**src/barometric_pressure_compensation_assert.svh**
```systemverilog
// ============================================================================
// Assertion macros for the barometric pressure compensation block
// Assertion wrappers that can be compiled out for synthesis.
// ============================================================================
`ifndef BAROMETRIC_PRESSURE_COMPENSATION_ASSERT_SVH
`define BAROMETRIC_PRESSURE_COMPENSATION_ASSERT_SVH
`ifndef SYNTH
`define BPC_ASSERT(label, clk, rst_n, prop) \
    label: assert property (@(posedge clk) disable iff (!rst_n) prop) \
        else $error("bpc assertion failed");
`define BPC_ASSERT_ALWAYS(label, clk, prop) \
    label: assert property (@(posedge clk) prop) \
        else $error("bpc assertion failed");
`else
`define BPC_ASSERT(label, clk, rst_n, prop)
`define BPC_ASSERT_ALWAYS(label, clk, prop)
`endif
`endif

```
**src/bpc_pkg.sv**
```systemverilog
// ============================================================================
// Barometric pressure compensation package
// Shared types and constants of the compensation pipeline.
// ============================================================================
package bpc_pkg;

    typedef enum logic [2:0] {
        CFG_CAL_A_SIGNED   = 3'd0,
        CFG_CAL_A_UNSIGNED = 3'd1,
        CFG_CAL_B_PAIR     = 3'd2,
        CFG_CAL_M_PAIR     = 3'd3,
        CFG_OVERSAMPLING   = 3'd4
    } t_cfg_idx;

    typedef struct packed {
        logic        div_error;
        logic [31:0] pressure_pa;
        logic [15:0] temp_tenths;
    } t_result;

    localparam logic [31:0] C_B6_OFFSET = 32'd4000;
    localparam logic [31:0] C_B4_BIAS   = 32'd32768;
    localparam logic [15:0] C_P_SCALE   = 16'd50000;
    localparam logic [31:0] C_P_C1      = 32'd3038;
    localparam logic [31:0] C_P_C2      = 32'hFFFF_E343;
    localparam logic [31:0] C_P_C3      = 32'd3791;

    function automatic logic [31:0] sx16(input logic [15:0] v);
        return {{16{v[15]}}, v};
    endfunction

endpackage

```
**src/bpc_obuf.sv**
```systemverilog
// ============================================================================
// Output register with skid stage
// Holds results for the master side and stalls the pipeline when both fill.
// ============================================================================
`include "barometric_pressure_compensation_assert.svh"

module bpc_obuf (
    input  logic              i_clk,
    input  logic              i_rst_n,
    input  logic              i_push,
    input  bpc_pkg::t_result  i_res,
    output logic              o_ce,
    output logic              o_valid,
    output bpc_pkg::t_result  o_res,
    input  logic              i_m_ready
);

    logic             r_out_v;
    logic             r_skid_v;
    bpc_pkg::t_result r_out;
    bpc_pkg::t_result r_skid;
    logic             w_push;
    logic             w_free;

    assign o_ce    = !r_skid_v;
    assign w_push  = i_push && !r_skid_v;
    assign w_free  = !r_out_v || i_m_ready;
    assign o_valid = r_out_v;
    assign o_res   = r_out;

    always_ff @(posedge i_clk) begin
        if (!i_rst_n) begin
            r_out_v  <= 1'b0;
            r_skid_v <= 1'b0;
        end else if (r_skid_v) begin
            if (w_free) begin
                r_out_v  <= 1'b1;
                r_skid_v <= 1'b0;
            end
        end else if (w_free) begin
            r_out_v <= w_push;
        end else if (w_push) begin
            r_skid_v <= 1'b1;
        end
    end

    always_ff @(posedge i_clk) begin
        if (r_skid_v) begin
            if (w_free) begin
                r_out <= r_skid;
            end
        end else if (w_free) begin
            if (w_push) begin
                r_out <= i_res;
            end
        end else if (w_push) begin
            r_skid <= i_res;
        end
    end

    `BPC_ASSERT(a_skid_behind_out, i_clk, i_rst_n, r_skid_v |-> r_out_v)
    `BPC_ASSERT_ALWAYS(a_reset_empty, i_clk, !i_rst_n |=> (!r_out_v && !r_skid_v))
    `BPC_ASSERT(a_stall_to_skid, i_clk, i_rst_n,
        (r_out_v && !i_m_ready && !r_skid_v && i_push) |=> r_skid_v)
    `BPC_ASSERT(a_skid_drains, i_clk, i_rst_n,
        (r_skid_v && i_m_ready) |=> (r_out_v && !r_skid_v))

endmodule

```
**config.mk**
```make
export PLATFORM = sky130hd
export DESIGN_NAME = bpc_obuf
export DESIGN_NICKNAME = d
export VERILOG_FILES = /design/src/bpc_pkg.sv /design/src/bpc_obuf.sv
export VERILOG_INCLUDE_DIRS = /design/src /design/src/src
export SDC_FILE = /design/constraint.sdc
export NUM_CORES = 1
export LEC_CHECK = 0
export BUFFER_PORTS_ARGS = -buffer_cell sky130_fd_sc_hd__buf_2
export CAP_MARGIN = 0
export CORE_MARGIN = 3
export CORE_UTILIZATION = 25
export DETAILED_ROUTE_END_ITERATION = 10
export GPL_TIMING_DRIVEN = 0
export SYNTH_ARGS = -nofsm -noshare
export SYNTH_HDL_FRONTEND = slang
export SYNTH_SLANG_ARGS = --single-unit
```
**constraint.sdc**
```tcl
create_clock -name i_clk -period 5.7 [get_ports i_clk]
set_input_delay 0.57 -clock i_clk [delete_from_list [all_inputs] [get_ports i_clk]]
set_output_delay 0.57 -clock i_clk [all_outputs]
set_load 0.1 [all_outputs]
```
==> impl_metrics.ini, run 1 <==
[run_status]
status = finished, final reports clean

[place]
pre_cts_ws_ns = 3.35
place.gp.congestion = 0.669
dp_hpwl_um = 5090
dp.cells = 455
placed_area_mm2 = 0.00471
io_buffers = 103

[yosys]
synth_fa_ha_area_frac = 0
synth_compound_area_frac = 0.00388
ys_warn_count = 0
synth_top_family_by_area = multiplexers
netlist_instances = 162
synth-xor-area-share = 0
synth.distinct_cells = 13
synthMuxAreaShare = 0.187
synth.avg_cell_area_um2 = 23.9
synth-simple-area-share = 0.00841
yosysSeqAreaShare = 0.771
syn_area_mm2 = 0.00387
ys_ff_latch = 100
synth_nets = 215

[critical_path]
path_depth = 4
r2r_end = r_skid[38]$_DFFE_PP_
path_delay_family = buffers and inverters
path_cells = buf_6, buf_12, inv_1, buf_2
crit_path_start_kind = register
cpPeakStageDelay_ns = 0.41
path_class = reg -> out
critPathCaptureType = output port
arrival_ns = 1.41
r2r_slack_ns = 3.73
cp_slowest_cell = buf_2
reg2reg_from = r_skid_v$_SDFF_PN0_
crit_buf_inv = 4
cp_data_required_time_ns = 5.13
cp_max_fo = 10
rr_worst_depth = 5

[floorplan]
die_area_mm2 = 0.0170
start_util = 0.260
num_rows = 44
dieHeight_um = 130
die_w_um = 130
ios = 104
core_area_mm2 = 0.0149

[pwr]
power_mw = 1.72
p_leak_nw = 1.90
worst_ir_drop_vdd_mv = 0.121
powerDensity_mw_per_mm2 = 344

[clocking]
cts.root.buffer_cell = clkbuf_16
cts_resized = 0
numCtsBuffers = 9
h-tree-depth = 3
clk_latency_ns = 0.34
numClockSinks = 100
clockBufferDepth = 2
hold_buffers = 0
cts_setup_buffers = 0
clk_pin_slew_ns = 0.07
cts_tree = done

[finish]
diodes = 0
final_common_cell = buf_2
mostFrequentLayoutCells = 103 x buf_2, 98 x edfxtp_1, 46 x mux2_4
fin_nets = 335
syn2layout_area_growth_pct = 28.9
drive_gt1_frac = 0.634
fin_util = 0.336
stdcell_area_mm2 = 0.00499
fin_cells = 471

[grt]
antenna_found_initial = 1
grt_pass1_wl_um = 10600
grt_max_degree = 27
grtUsageTotal = 0.0847
grt_pass1_vias = 2002
grt_overflow_total = 0

[detailed_routing]
wl_per_cell_um = 14.9
viasPerCell = 3.96
antenna_left = 0
drt_iter0_drc = 148
num_vias = 1867
drt_wl_total_um = 7040
drc = 0
firstDrtPassIters = 4

[min_path]
hold_end = r_skid[46]$_DFFE_PP_
min_from = i_res[46]
hold_depth = 1
hold_path_class = in -> reg

[timing]
rsz0062_at_grt = false
finalHoldViolCount = 0
fin_crit_ns = 1.98
tns_ns = 0
final_max_slew_viol_count = 0
layout_setup_ws_ns = 3.72
hold_slack_ns = 0.412
slew_headroom = 0.468
setup-violations-final = 0
tightest_slew_ns = 0.795
fin_crit_sh = 0.348
fmax_mhz = 504
skew_ns = 0.00841

[job]
max_cap_violations = 0
## how the worst max path moves through the flow
stage	startpoint	to
4_1_cts	r_skid_v$_SDFF_PN0_	r_skid[38]$_DFFE_PP_
6_report	r_skid_v$_SDFF_PN0_	o_ce
2_1_floorplan	o_valid$_SDFFE_PN0P_	r_skid[0]$_DFFE_PP_
3_3_place_gp	i_m_ready	r_skid[22]$_DFFE_PP_
5_1_grt	r_skid_v$_SDFF_PN0_	r_skid[43]$_DFFE_PP_
3_5_place_dp	i_m_ready	r_skid[18]$_DFFE_PP_
## layer usage
| metal | part of all wire | wire, µm | track usage |
|---|---|---|---|
| met3 | 0.071 | 503 | 0.0362 |
| met1 | 0.42 | 2940 | 0.0975 |
| met5 | 0.0018 | 13 | 0 |
| met2 | 0.49 | 3450 | 0.136 |
| met4 | 0.019 | 136 | 0.0417 |
## cell families after synthesis
logic type	count (synthesis)
flip-flops	100
AO/OA/AOI/OAI	2
AND/OR/NAND/NOR	4
multiplexers	49
buffers and inverters	7
## Yosys cell counts
cell      count  area share
nor2_2        1      0.0016
edfxtp_1     98        0.76
nand2b_1      1      0.0016
mux2_2        3      0.0087
buf_6         1      0.0029
nor3b_2       1      0.0032
buf_12        5       0.026
o21a_1        1      0.0019
a21boi_0      1      0.0019
dfxtp_1       2       0.010
mux2_4       46        0.18
nor3b_1       1      0.0019
inv_1         1     0.00097
## area by class of cell
cell class / count / area (µm²)
Buffer: 6 / 111
Clock buffer: 13 / 260
Sequential cell: 100 / 2980
Clock inverter: 3 / 22.5
Timing Repair Buffer: 109 / 599
Multi-Input combinational cell: 55 / 778
Fill cell: 1419 / 9880
Tap cell: 184 / 230
Inverter: 1 / 3.75
## power breakdown
part / leakage, nW / internal, mW / switching, mW / total (mW)
registers: 0.937 / 0.847 / 0.00730 / 0.855
clock network: 0.128 / 0.320 / 0.256 / 0.577
logic: 0.836 / 0.0649 / 0.219 / 0.284
## worst reg2reg max path: cells and delay by family, from the launching register on
| kind | cells | cell delay [ns] |
|---|---|---|
| buffers and inverters | 4 | 0.74 |
| DFF | 1 | 0.31 |
| and+or+nand+nor | 1 | 0.65 |
## flip-flops by register name, indices dropped and copies added, names as in the netlist
| signal | flops |
|---|---|
| o_res | 49 |
| o_valid | 1 |
| r_skid | 49 |
| r_skid_v | 1 |
Note: power is estimated with default switching activity, not from simulation.
==> inputs of run 2 (changes only) <==
- clock period: 5.7 -> 1.8 ns (I/O delays scaled with it)
==> impl_metrics.ini, run 2 (synthesis gave the netlist of run 1 again) <==
[run_status]
status = finished, final reports clean

[detailed_routing]
antenna_left = 0
drc = 0
drt_iter0_drc = 42
drt_wl_total_um = 7160
wl_per_cell_um = 14.8
firstDrtPassIters = 4
num_vias = 1925
viasPerCell = 3.97

[timing]
fin_crit_ns = 1.67
tightest_slew_ns = 0.507
rsz0062_at_grt = false
slew_headroom = 0.664
hold_slack_ns = 0.0249
fmax_mhz = 600
finalHoldViolCount = 0
final_max_slew_viol_count = 0
skew_ns = 0.00546
fin_crit_sh = 0.926
layout_setup_ws_ns = 0.133
tns_ns = 0
setup-violations-final = 0

[finish]
multiInputGateArea_um2 = 798
fin_nets = 349
syn2layout_area_growth_pct = 34.3
diodes = 0
fin_cells = 485
fillers = 1406
drive_gt1_frac = 0.615
stdcell_area_mm2 = 0.00520
fin_util = 0.350
final_common_cell = buf_2
seq_area_mm2 = 0.00299
mostFrequentLayoutCells = 103 x buf_2, 98 x edfxtp_1, 46 x mux2_4

[pwr]
power_frac_seq = 0.484
powerDensity_mw_per_mm2 = 1080
swShare = 0.284
p_int_mw = 4.01
p_comb_frac = 0.167
worst_ir_drop_vdd_mv = 0.589
power_mw = 5.59
pwr-share-clk = 0.349
p_sw_mw = 1.59
p_leak_nw = 1.99

[grt]
antenna_found_initial = 1
grt_max_degree = 29
grtUsageTotal = 0.0869
grt_overflow_total = 0
grt_pass1_wl_um = 10800
grt_pass1_vias = 2007

[clocking]
numCtsBuffers = 9
clockBufferDepth = 2
h-tree-depth = 3
cts_tree = done
cts.root.buffer_cell = clkbuf_16
numClockSinks = 100
clk_pin_slew_ns = 0.07
clk_latency_ns = 0.35

[floorplan]
die_w_um = 130
num_rows = 44
core_area_mm2 = 0.0149
ios = 104
start_util = 0.260
dieHeight_um = 130
die_area_mm2 = 0.0170

[critical_path]
crit_path_start_kind = register
reg2reg_from = r_skid_v$_SDFF_PN0_
critPathCaptureType = register
cp_max_fo = 28
cp_data_required_time_ns = 1.85
arrival_ns = 1.72
rr_worst_depth = 4
r2r_slack_ns = 0.13
r2r_end = o_res[23]$_DFFE_PP_
path_class = reg -> reg

[place]
dp.cells = 453
io_buffers = 103
dp_hpwl_um = 5100
place.gp.congestion = 0.679
placed_area_mm2 = 0.00474
pre_cts_ws_ns = -0.280

[min_path]
hold_end = r_skid[14]$_DFFE_PP_
min_from = i_res[14]
hold_depth = 1
hold_path_class = in -> reg

[job]
max_cap_violations = 0
-- run 2: area by class of cell --
type | count | area share
buffer | 6 | 0.0214
clock buffer | 10 | 0.0440
clock inverter | 6 | 0.0137
inverter | 1 | 0.000722
multi-input combinational | 55 | 0.154
sequential | 100 | 0.574
tap | 184 | 0.0443
timing repair buffer | 123 | 0.148
-- run 2: worst max-delay path by stage --
stage	startpoint	endpoint	cells past startpoint
floorplan	o_valid$_SDFFE_PN0P_	r_skid[0]$_DFFE_PP_	2
global placement	r_skid_v$_SDFF_PN0_	r_skid[26]$_DFFE_PP_	3
detailed placement	r_skid_v$_SDFF_PN0_	r_skid[22]$_DFFE_PP_	5
CTS	r_skid_v$_SDFF_PN0_	o_res[25]$_DFFE_PP_	4
global route	r_skid_v$_SDFF_PN0_	o_res[23]$_DFFE_PP_	4
finish	r_skid_v$_SDFF_PN0_	o_res[23]$_DFFE_PP_	4
-- run 2: power by group through the flow --
| stage | sequential, mW | clock [mW] | combinational [mW] |
|---|---|---|---|
| after floorplan | 3.32 | 0 | 0.165 |
| after global placement | 2.76 | 0 | 0.888 |
| after detailed placement | 2.76 | 0 | 0.920 |
| after CTS | 2.71 | 2.06 | 0.944 |
| after global routing | 2.72 | 2.14 | 0.976 |
| final | 2.71 | 1.95 | 0.936 |
-- run 2: layer usage --
| metal | part of all wire | routed length (µm) | vias up | track usage |
|---|---|---|---|---|
| li1 | - | - | 913 | - |
| met5 | 0.0013 | 9 | - | 0 |
| met1 | 0.44 | 3120 | 926 | 0.104 |
| met3 | 0.086 | 613 | 9 | 0.0484 |
| met2 | 0.46 | 3320 | 75 | 0.132 |
| met4 | 0.015 | 104 | 2 | 0.0327 |
-- run 2: critical path, cell delays in order (launching register included) --
cell and delay [ns]:
dfxtp_1 0.33, buf_6 0.19, buf_12 0.17, o21a_4 0.43, buf_16 0.23
-- run 2: timing repair --
| action | in CTS | in global routing |
|---|---|---|
| setup endpoints to repair | 87 | 9 |
| gates resized for setup | 1 | 0 |
| gates cloned | 0 | 0 |
| setup buffers | 2 | 0 |
| hold buffers | 11 | 3 |
| endpoints found under the hold margin | 11 | 3 |
| pin swaps | 1 | 1 |
